===== src/rtl/psgl_pkg.sv =====
// Shared types and constants for the sequence gap and latency monitor.
`default_nettype none
package psgl_pkg;
  localparam int DEV_W = 4;
  localparam int SEQ_W = 64;
  localparam int LAT_W = 32;
  localparam int TS_W = 64;
  localparam int CNT_W = 32;
  localparam int MEAN_FRAC_BITS = 8;
  localparam int MEAN_W = LAT_W + MEAN_FRAC_BITS;
  localparam logic [CNT_W-1:0] CNT_MAX = '1;

  typedef struct packed {
    logic [DEV_W-1:0] device_index;
    logic [SEQ_W-1:0] seq_num;
    logic signed [LAT_W-1:0] latency;
    logic [TS_W-1:0] timestamp;
    logic end_of_tick;
  } in_item_t;

  typedef struct packed {
    logic [DEV_W-1:0] device_out;
    logic [SEQ_W-1:0] sequence_out;
    logic [TS_W-1:0] timestamp_out;
    logic gap_detected;
    logic [SEQ_W-1:0] gap_len;
    logic [CNT_W-1:0] gap_total;
    logic signed [MEAN_W-1:0] mean_latency;
    logic [CNT_W-1:0] sample_total;
    logic [CNT_W-1:0] frame_total;
  } out_item_t;
endpackage
`default_nettype wire


===== src/rtl/psgl_fifo.sv =====
// Two-entry queue between the front and the back.
`default_nettype none
module psgl_fifo
  import psgl_pkg::*;
(
  input wire logic clk,
  input wire logic rst,
  input wire logic wr_valid,
  output logic wr_ready,
  input wire in_item_t wr_data,
  output logic rd_valid,
  input wire logic rd_ready,
  output in_item_t rd_data
);
  in_item_t mem [2];
  logic wptr, rptr;
  logic [1:0] count;
  logic do_wr, do_rd;

  assign wr_ready = (count != 2'd2);
  assign rd_valid = (count != 2'd0);
  assign rd_data = mem[rptr];
  assign do_wr = wr_valid && wr_ready;
  assign do_rd = rd_valid && rd_ready;

  always_ff @(posedge clk) begin
    if (do_wr) begin
      mem[wptr] <= wr_data;
    end
    if (rst) begin
      wptr <= 1'b0;
      rptr <= 1'b0;
      count <= 2'd0;
    end else begin
      if (do_wr) wptr <= ~wptr;
      if (do_rd) rptr <= ~rptr;
      count <= count + {1'b0, do_wr} - {1'b0, do_rd};
    end
  end
endmodule
`default_nettype wire


===== src/rtl/psgl_div.sv =====
// Iterative signed divider, truncating toward zero, one quotient bit a cycle.
`default_nettype none
module psgl_div
  import psgl_pkg::*;
#(
  parameter int NUM_W = 48
) (
  input wire logic clk,
  input wire logic rst,
  input wire logic start,
  input wire logic signed [NUM_W-1:0] numer,
  input wire logic [CNT_W-1:0] denom,
  output logic done,
  output logic signed [NUM_W-1:0] quot
);
  localparam int STEP_W = $clog2(NUM_W + 1);
  logic [NUM_W-1:0] mag, q;
  logic [CNT_W-1:0] rem;
  logic [CNT_W:0] trial;
  logic [CNT_W-1:0] den;
  logic neg, busy;
  logic [STEP_W-1:0] steps;

  assign trial = {rem, mag[NUM_W-1]} - {1'b0, den};

  always_ff @(posedge clk) begin
    if (rst) begin
      busy <= 1'b0;
      done <= 1'b0;
    end else begin
      done <= 1'b0;
      if (start) begin
        busy <= 1'b1;
        steps <= STEP_W'(NUM_W);
        mag <= numer[NUM_W-1] ? NUM_W'(-numer) : NUM_W'(numer);
        neg <= numer[NUM_W-1];
        den <= denom;
        rem <= '0;
        q <= '0;
      end else if (busy) begin
        // restoring step: shift in one numerator bit
        if (!trial[CNT_W]) begin
          rem <= trial[CNT_W-1:0];
          q <= {q[NUM_W-2:0], 1'b1};
        end else begin
          rem <= {rem[CNT_W-2:0], mag[NUM_W-1]};
          q <= {q[NUM_W-2:0], 1'b0};
        end
        mag <= {mag[NUM_W-2:0], 1'b0};
        steps <= steps - 1'b1;
        if (steps == STEP_W'(1)) begin
          busy <= 1'b0;
          done <= 1'b1;
        end
      end
    end
  end

  assign quot = neg ? -$signed(q) : $signed(q);
endmodule
`default_nettype wire


===== src/rtl/psgl_back.sv =====
// Table update engine: gap check, counters and running mean.
`default_nettype none
module psgl_back
  import psgl_pkg::*;
#(
  parameter int NUM_DEVICES = 16
) (
  input wire logic clk,
  input wire logic rst,
  input wire logic in_valid,
  output logic in_ready,
  input wire in_item_t in_data,
  output logic out_valid,
  input wire logic out_ready,
  output out_item_t out_data
);
  localparam int IDX_W = (NUM_DEVICES > 1) ? $clog2(NUM_DEVICES) : 1;
  localparam int NUM_W = MEAN_W + 2;
  localparam logic [2:0] S_IDLE = 3'd0;
  localparam logic [2:0] S_READ = 3'd1;
  localparam logic [2:0] S_DIV = 3'd2;
  localparam logic [2:0] S_WAIT = 3'd3;
  localparam logic [2:0] S_DONE = 3'd4;

  logic [2:0] state;
  in_item_t item;
  logic [NUM_DEVICES-1:0] seen;
  logic [SEQ_W-1:0] last_seq_mem [NUM_DEVICES];
  logic [CNT_W-1:0] gap_mem [NUM_DEVICES];
  logic [CNT_W-1:0] smp_mem [NUM_DEVICES];
  logic signed [MEAN_W-1:0] mean_mem [NUM_DEVICES];
  logic [SEQ_W-1:0] last_seq_rd;
  logic [CNT_W-1:0] gap_rd, smp_rd;
  logic signed [MEAN_W-1:0] mean_rd;
  logic [CNT_W-1:0] frame_cnt;
  logic in_range, was_seen;
  logic [IDX_W-1:0] idx;
  logic [SEQ_W-1:0] diff;
  logic [CNT_W-1:0] gap_new, smp_new;
  logic signed [MEAN_W-1:0] scaled;
  logic signed [NUM_W-1:0] numer, quot;
  logic div_start, div_done;
  logic signed [MEAN_W-1:0] mean_new;

  assign in_range = (32'(in_data.device_index) < 32'(NUM_DEVICES));
  assign idx = IDX_W'(item.device_index);
  assign diff = item.seq_num - last_seq_rd;
  assign gap_new = (diff > SEQ_W'(1) && gap_rd != CNT_MAX) ? gap_rd + 1'b1 : gap_rd;
  assign smp_new = (smp_rd != CNT_MAX) ? smp_rd + 1'b1 : smp_rd;
  assign scaled = MEAN_W'($signed(item.latency)) <<< MEAN_FRAC_BITS;
  assign numer = NUM_W'(scaled) - NUM_W'(mean_rd);
  assign div_start = (state == S_DIV);
  assign mean_new = mean_rd + MEAN_W'(quot);
  assign in_ready = (state == S_IDLE) && !out_valid;

  psgl_div #(.NUM_W(NUM_W)) u_div (
    .clk(clk), .rst(rst), .start(div_start), .numer(numer), .denom(smp_new),
    .done(div_done), .quot(quot)
  );

  always_ff @(posedge clk) begin
    if (state == S_READ) begin
      last_seq_rd <= last_seq_mem[idx];
      gap_rd <= seen[idx] ? gap_mem[idx] : '0;
      smp_rd <= seen[idx] ? smp_mem[idx] : '0;
      mean_rd <= mean_mem[idx];
      was_seen <= seen[idx];
    end
    if (rst) begin
      state <= S_IDLE;
      seen <= '0;
      frame_cnt <= '0;
      out_valid <= 1'b0;
    end else begin
      if (out_valid && out_ready) out_valid <= 1'b0;
      case (state)
        S_IDLE: begin
          if (in_valid && in_ready) begin
            item <= in_data;
            if (in_data.end_of_tick && frame_cnt != CNT_MAX) frame_cnt <= frame_cnt + 1'b1;
            if (in_range) begin
              state <= S_READ;
            end else begin
              out_data <= '{in_data.device_index, in_data.seq_num, in_data.timestamp,
                            1'b0, '0, '0, '0, '0,
                            (in_data.end_of_tick && frame_cnt != CNT_MAX)
                            ? frame_cnt + 1'b1 : frame_cnt};
              out_valid <= 1'b1;
            end
          end
        end
        S_READ: state <= S_DIV;
        S_DIV: begin
          if (!was_seen) begin
            mean_rd <= scaled;
            smp_rd <= '0;
            gap_rd <= '0;
            last_seq_rd <= item.seq_num - SEQ_W'(1);
            state <= S_DONE;
          end else begin
            state <= S_WAIT;
          end
        end
        S_WAIT: begin
          if (div_done) begin
            mean_rd <= mean_new;
            state <= S_DONE;
          end
        end
        S_DONE: begin
          // first frame: diff is 1, counts start from zero, mean already loaded
          seen[idx] <= 1'b1;
          last_seq_mem[idx] <= item.seq_num;
          gap_mem[idx] <= gap_new;
          smp_mem[idx] <= smp_new;
          mean_mem[idx] <= mean_rd;
          out_data.device_out <= item.device_index;
          out_data.sequence_out <= item.seq_num;
          out_data.timestamp_out <= item.timestamp;
          out_data.gap_detected <= (diff > SEQ_W'(1));
          out_data.gap_len <= (diff > SEQ_W'(1)) ? diff - SEQ_W'(1) : '0;
          out_data.gap_total <= gap_new;
          out_data.mean_latency <= mean_rd;
          out_data.sample_total <= smp_new;
          out_data.frame_total <= frame_cnt;
          out_valid <= 1'b1;
          state <= S_IDLE;
        end
        default: state <= S_IDLE;
      endcase
    end
  end
endmodule
`default_nettype wire


===== src/rtl/per_stream_sequence_gap_latency_monitor_core.sv =====
// Top level: input queue feeding the per-device update engine.
// Path from input acceptance to result valid for a known device: queue, table read,
// 42-step mean divider, table write. A first frame skips the divider, and an item out
// of range goes from the queue straight to the result. The engine takes a new item only
// once the last result is taken; the queue holds up to two items meanwhile.
// Reset: rst synchronous, clears seen flags, counters, queue and output valid.
`default_nettype none
module per_stream_sequence_gap_latency_monitor_core
  import psgl_pkg::*;
#(
  parameter int NUM_DEVICES = 16
) (
  input wire logic clk,
  input wire logic rst,
  input wire logic in_valid,
  output logic in_ready,
  input wire in_item_t in_data,
  output logic out_valid,
  input wire logic out_ready,
  output out_item_t out_data
);
  logic q_valid, q_ready;
  in_item_t q_data;

  psgl_fifo u_fifo (
    .clk(clk), .rst(rst), .wr_valid(in_valid), .wr_ready(in_ready),
    .wr_data(in_data), .rd_valid(q_valid), .rd_ready(q_ready), .rd_data(q_data)
  );

  psgl_back #(.NUM_DEVICES(NUM_DEVICES)) u_back (
    .clk(clk), .rst(rst), .in_valid(q_valid), .in_ready(q_ready), .in_data(q_data),
    .out_valid(out_valid), .out_ready(out_ready), .out_data(out_data)
  );
endmodule
`default_nettype wire

===== config.mk =====
export PLATFORM = sky130hd
export DESIGN_NAME = per_stream_sequence_gap_latency_monitor_core
export DESIGN_NICKNAME = d
export VERILOG_FILES = /design/src/rtl/psgl_pkg.sv /design/src/rtl/psgl_fifo.sv /design/src/rtl/psgl_div.sv /design/src/rtl/psgl_back.sv /design/src/rtl/per_stream_sequence_gap_latency_monitor_core.sv
export SDC_FILE = /design/constraint.sdc
export NUM_CORES = 2
export LEC_CHECK = 0
export BUFFER_PORTS_ARGS = -buffer_cell sky130_fd_sc_hd__buf_2
export CAP_MARGIN = 20
export CELL_PAD_IN_SITES_DETAIL_PLACEMENT = 1
export CELL_PAD_IN_SITES_GLOBAL_PLACEMENT = 2
export CORE_MARGIN = 1
export CORE_UTILIZATION = 43
export CTS_CLUSTER_DIAMETER = 200
export DETAILED_ROUTE_END_ITERATION = 16
export PLACE_DENSITY = 0.77
export SYNTH_ARGS = -nofsm -noshare
export SYNTH_HDL_FRONTEND = slang
export SYNTH_SLANG_ARGS = --single-unit

===== constraint.sdc =====
create_clock -name clk -period 49.1 [get_ports clk]
set_clock_uncertainty 0.15 [all_clocks]
set_input_delay 2.455 -clock clk [delete_from_list [all_inputs] [get_ports clk]]
set_output_delay 2.455 -clock clk [all_outputs]
set_load 0.05 [all_outputs]

; After elaboration in Yosys (flattened, before gate mapping)
; Memories as Yosys holds them, arrays and structs flattened. A register that Yosys moved wholly into a read port is not among the register bits.
; Index checks and enable logic that the tools add are counted.
[word_totals]
latchBits = 0
in_bits = 169
ff_bits = 877
elab_cells = 145
rom_bits = 0
mem_bits_rw = 3018
output_inout_bits = 335
mem_count = 5
[memory_table]
columns = name, words, word_bits, rd, rd_ports_with_merged_regs, write_ports, line_no
row1 = u_back.last_seq_mem, 16, 64, 1, 1, 1, psgl_back.sv:28  ; logic [SEQ_W-1:0] last_seq_mem [NUM_DEVICES];
row2 = u_back.mean_mem, 16, 40, 1, 1, 1, psgl_back.sv:31  ; logic signed [MEAN_W-1:0] mean_mem [NUM_DEVICES];
row3 = u_back.gap_mem, 16, 32, 1, 1, 1, psgl_back.sv:29  ; logic [CNT_W-1:0] gap_mem [NUM_DEVICES];
row4 = u_back.smp_mem, 16, 32, 1, 1, 1, psgl_back.sv:30  ; logic [CNT_W-1:0] smp_mem [NUM_DEVICES];
row5 = u_fifo.mem, 2, 165, 1, 1, 1, psgl_fifo.sv:15  ; in_item_t mem [2];
[classes]
addsub = 14
bitwise = 5
muxes = 55
multipliers = 0
eq_ne = 11
magnitude_cmp = 3
n_div = 0
n_reduce_logical = 19
n_shift = 0
[ops]
columns = cell, n
row1 = 2-to-1 mux 32 bit, 14
row2 = 2-to-1 mux 64 bit, 4
row3 = 2-to-1 mux 40 bit, 6
row4 = "subtractor 64 x 1 -> 64 bit, second input constant", 2
row5 = 2-to-1 mux 42 bit, 3
row6 = "adder 32 x 1 -> 32 bit, second input constant", 3
row7 = "!= test 32 bit, second input constant", 3
row8 = case mux 40 bit (2 select lines), 1
row9 = "greater-than comparator 64 x 1 -> 1 bit, second input constant", 1
row10 = subtractor 64 bit, 1
row11 = negator 42 bit, 1
row12 = subtractor 40 x 40 -> 41 bit, 1
row13 = adder 40 bit, 1
row14 = negator 40 bit, 1
row15 = subtractor 33 x 32 -> 33 bit, 1
row16 = 2-to-1 mux 1 bit, 16
row17 = 2-to-1 mux 4 bit, 4
row18 = bitwise OR 16 bit, 1
row19 = case mux 3 bit (4 select lines), 1
row20 = 2-to-1 mux 3 bit, 3
row21 = AND reduction 2 bit, 4
row22 = logical AND 1 bit, 7
row23 = "== test 3 x 2 -> 1 bit, second input constant", 2
row24 = "== test 6 x 1 -> 1 bit, second input constant", 1
row25 = 17 further kinds, 25

; Logic depth before layout (Yosys ltp)
[depth]
ltp_word = 7
ltp_mapped = 22
ltp_nobuf = 22

; Cells and area by module
; Synthesis repeated with hierarchy kept, for this count alone.
[unflattened]
cells_unflattened = 8770
hier_area_um2 = 158709.7
[by_module_without_submodules]
columns = mod, area_each_um2, cells_each, n_inst, seq_area_each_um2
row1 = psgl_back, 137017.7, 7289, 1, 100156.1
row2 = psgl_fifo, 12191.7, 537, 1, 10009.6
row3 = psgl_div, 9500.4, 944, 1, 4694.5

; Worst setup path after synthesis
; No wires, ideal clock.
[synth_timing]
path_kind = input-to-reg
from = input port rst
to = memory u_back.gap_mem[13][0] (enable)
t_required_ns = 48.251
arrival_ns = 52.558
setup_time_ns = 0.699
setup_slack_ns = -4.307
n_path_buf = 1
cell_stages = 4
cell_sequence = clkbuf_1 nor4b_1 nand3b_1 nor2_1
[synth_via]
elab_chain_len = 2
[synth_rtl]
columns = element, line_no
row1 = "start, declared", per_stream_sequence_gap_latency_monitor_core.sv:14  ; input wire logic rst,
row2 = 2-to-1 mux 1 bit, psgl_back.sv:69  ; if (rst) begin
row3 = 2-to-1 mux 1 bit (not written as such), psgl_back.sv:114  ; gap_mem[idx] <= gap_new;
row4 = "end, declared", psgl_back.sv:29
; Every way passes these cells.

; Worst setup path after layout
[layout_timing]
from = register u_back.item[99] (netlist bit)
to = memory u_back.gap_mem[11][4], data pin
[layout_via]
elab_chain_len = 4
[layout_rtl]
columns = element, line_no
row1 = "start, declared", psgl_back.sv:26  ; in_item_t item;
row2 = "start signal, assigned", psgl_back.sv:79  ; item <= in_data;
row3 = subtractor 64 bit, psgl_back.sv:47  ; assign diff = item.seq_num - last_seq_rd;
row4 = greater-than comparator 64 x 1 -> 1 bit, psgl_back.sv:48  ; assign gap_new = (diff > SEQ_W'(1) && gap_rd != CNT_MAX) ? gap_rd + 1'b1 : gap_rd;
row5 = logical AND 1 bit, psgl_back.sv:48
row6 = 2-to-1 mux 32 bit, psgl_back.sv:48
row7 = net u_back.gap_new[4], psgl_back.sv:39  ; logic [CNT_W-1:0] gap_new, smp_new;
; The timed path passes the listed nets, and every way through them passes these cells.

==> results.toml <==
[layout]
fin_area_um2 = 181800
fillers = 33860
syn2layout_area_growth_pct = 14.64
fin_util = 0.4963
layout.nets = 9889
drive_above_1_share = 0.2492

[setup_path]
crit_type = "register to register"
cp-startpoint = "u_back.item[99]"
r2r-start = "u_back.item[99]"
cp-start-kind = "register"
path_max_fanout = 51
crit_path_end_kind = "register"
cp.arrival_ps = 8050
cp_data_required_time_ps = 49550

[clocking]
cts_buffer_depth = 4
cts.repair.resized = 0
cts_setup_buffers = 0
clk_latency_ps = 1000
h-tree-depth = 5
holdBufCountCts = 0
cts.sinks = 3900
root_buffer = "clkbuf_16"
clk_pin_slew_worst_paths_ps = 60
cts_buffers = 402
cts_tree = "built"

[logic_synthesis]
yosys-top-cells-area = "edfxtp_1 (69%), mux4_2 (12%), dfxtp_1 (2.9%), ha_1 (1.4%), xnor2_1 (1.3%)"
synth_edf_count = 3669
ys_ff_latch = 3900
synth_flop_cell = "edfxtp_1"
synth_top_area_frac = 0.6946
synth_cell_type_count = 94
synth_top_family_by_area = "multiplexers"
synth-xor-area-share = 0.02176
yosys.area_share.adder = 0.01442
async_flop_share = 0
yosys_warnings = 0
synth-seq-area-share = 0.7238
synthCells = 8782
yosysTopAreaCell = "edfxtp_1"
synth_compound_area_frac = 0.04462
synth_area_per_cell_um2 = 18.06
synthSimpleGateAreaFrac = 0.04688
syn_nets = 9132
synth_area_um2 = 158600
muxShareOfSynthArea = 0.1340

[sta]
rsz0062_at_grt = "false"
final_max_slew_viol_count = 0
tightestPinTransition_ps = 1218
fin_crit_sh = 0.1549
hold_violations = 0
whs_ps = 265.4
slew-limit-headroom = 0.1869
layout_min_cycle_time_ps = 7606
setup_viol = 0
fin_setup_tns_ps = 0
max_freq_mhz = 131.5

[drt]
wl_per_cell_um = 29.94
drtAntennaViolNets = 0
first_iter_violations = 8366
wl_um = 440800
vias = 86430
drt_first_pass_iters = 5
avgViaCountPerCell = 5.870
drc = 0

[die]
core_um2 = 366400
die_y_um = 609.3
die_area_um2 = 371300
die_w_um = 609.3
io_pins = 504
initial_utilization = 0.4329
num_rows = 222

[place]
placed_area_um2 = 167800
portBuffers = 503
routabilityCongestion = 0.8680
hpwl_um = 265700

[power_and_ir_drop]
powerDensity_nw_per_um2 = 57.52
vdd_ir_drop_max_uv = 41.43
p_leak_nw = 59.93

[hold_path]
hp-class = "register to register"
min-delay-start = "u_back.item[39]"

[global_routing]
grt_usage = 0.2335
grt_first_pass_wirelength_um = 637900
grt_pass1_vias = 91350
grt_max_degree = 126
antenna_found_initial = 21
gr-total-overflow = 0

[job]
drv_cap = 0

[status]
status = "complete, no violations"
[path summary, 6_finish.rpt]
check | cells past startpoint | slack [ps] | end
worst max register to register | 13 | 41490 | u_back.gap_mem[11][4]
worst min register to register | 0 | 270 | u_back.out_data[239]
worst min-delay path | 0 | 270 | u_back.out_data[239]
worst max-delay path | 13 | 41490 | u_back.gap_mem[11][4]
[cells in the mapped netlist, types with 25 or more instances]
library cell and number:
inv_1 202, nor3_1 80, nand4_1 51, dfxtp_1 231, and2_1 60, o31ai_1 34
or3_1 55, o21a_1 39, edfxtp_1 3669, ha_1 178, buf_1 83, nor4_1 45
nor2b_1 31, or4_1 33, o21ai_0 259, or2_2 25, nor2_1 391, a211oi_1 35
nand2b_1 34, o22ai_1 39, xor2_1 156, a21oi_1 352, a21o_1 98, and3_1 55
nand2_1 431, a31oi_1 26, mux2i_1 29, mux4_2 843, mux2_2 176, o21bai_1 26
nand3_1 181, clkbuf_1 302, xnor2_1 238
[final cells by class]
cell class / instances / area, µm² / area share
multi-input combinational: 4285 / 41830 / 0.2300
inverter: 203 / 769.5 / 0.004232
timing repair buffer: 747 / 4573 / 0.02515
clock inverter: 219 / 2828 / 0.01555
antenna: 20 / 50.05 / 0.0002752
tap: 4816 / 6026 / 0.03314
sequential: 3900 / 114800 / 0.6315
clock buffer: 534 / 10940 / 0.06018
[where the power goes]
part / switching, W / internal, W
sequential: 0.000213 / 0.00399
clock: 0.00132 / 0.00186
combinational: 0.00185 / 0.00123
[per-stage QoR]
step / total power [W] / cells / worst slack [ps]
2_1_floorplan: 0.006332 / 8782 / 15920
3_3_place_gp: 0.007277 / 13930 / 41170
3_5_place_dp: 0.007344 / 13930 / 41080
4_1_cts: 0.01054 / 14680 / 41530
5_1_grt: 0.01087 / 14720 / 41110
6_report: 0.01046 / 14720 / 41490
[per-layer routing]
| metal | global-route usage | vias up | wire length (µm) |
|---|---|---|---|
| li1 | - | 36800 | - |
| met1 | 0.3127 | 46150 | 181600 |
| met2 | 0.4018 | 2874 | 221800 |
| met3 | 0.02911 | 605 | 24210 |
| met4 | 0.06611 | 4 | 13270 |
| met5 | 0 | - | 27 |
[worst max-delay path, stage by stage (launching register included)]
cell and delay [ps]:
edfxtp_1 910, ha_1 420, a21oi_1 350, o221ai_1 310
a211o_1 450, a21bo_2 290, a221oi_1 700, xor2_1 430
nand3_1 240, or4b_2 790, or3_1 590, nor2_4 490
buf_4 600, o311ai_2 450
[sequential cells by signal (all words and copies together), names as in the netlist, 2 cells and up, named ones only]
register / cells
u_back.last_seq_mem: 1024
u_back.mean_mem: 640
u_back.gap_mem: 512
u_back.smp_mem: 512
u_back.out_data: 333
u_fifo.mem: 330
u_back.item: 160
u_back.last_seq_rd: 64
u_back.u_div.mag: 42
u_back.mean_rd: 40
u_back.u_div.q: 40
u_back.frame_cnt: 32
u_back.gap_rd: 32
u_back.smp_rd: 32
u_back.u_div.den: 32
u_back.u_div.rem: 32
u_back.seen: 16
u_back.u_div.steps: 6
u_back.idx: 4
u_back.state: 3
u_fifo.count: 2
[logic make-up after synthesis]
family                   count (synthesis)
adder cells (fa/ha/maj)                181
AND/OR/NAND/NOR                       1537
multiplexers                          1048
flip-flops                            3900
buffers and inverters                  597
XOR/XNOR                               394
AO/OA/AOI/OAI                         1125
[cells in the final DEF (no fill, tap or decap), types with 55 or more instances in the layout]
| cell type | instances |
|---|---|
| nand2_1 | 430 |
| inv_1 | 202 |
| buf_4 | 225 |
| a21o_1 | 98 |
| xnor2_1 | 232 |
| edfxtp_1 | 3669 |
| and2_1 | 60 |
| nor2_1 | 371 |
| buf_2 | 503 |
| clkbuf_16 | 408 |
| ha_1 | 178 |
| or3_1 | 55 |
| o21ai_0 | 259 |
| nand3_1 | 181 |
| clkbuf_1 | 100 |
| clkinv_1 | 59 |
| mux4_2 | 842 |
| dfxtp_1 | 226 |
| nor3_1 | 79 |
| a21oi_1 | 352 |
| xor2_1 | 156 |
| mux2_2 | 176 |
(Power assumes the default switching activity.)
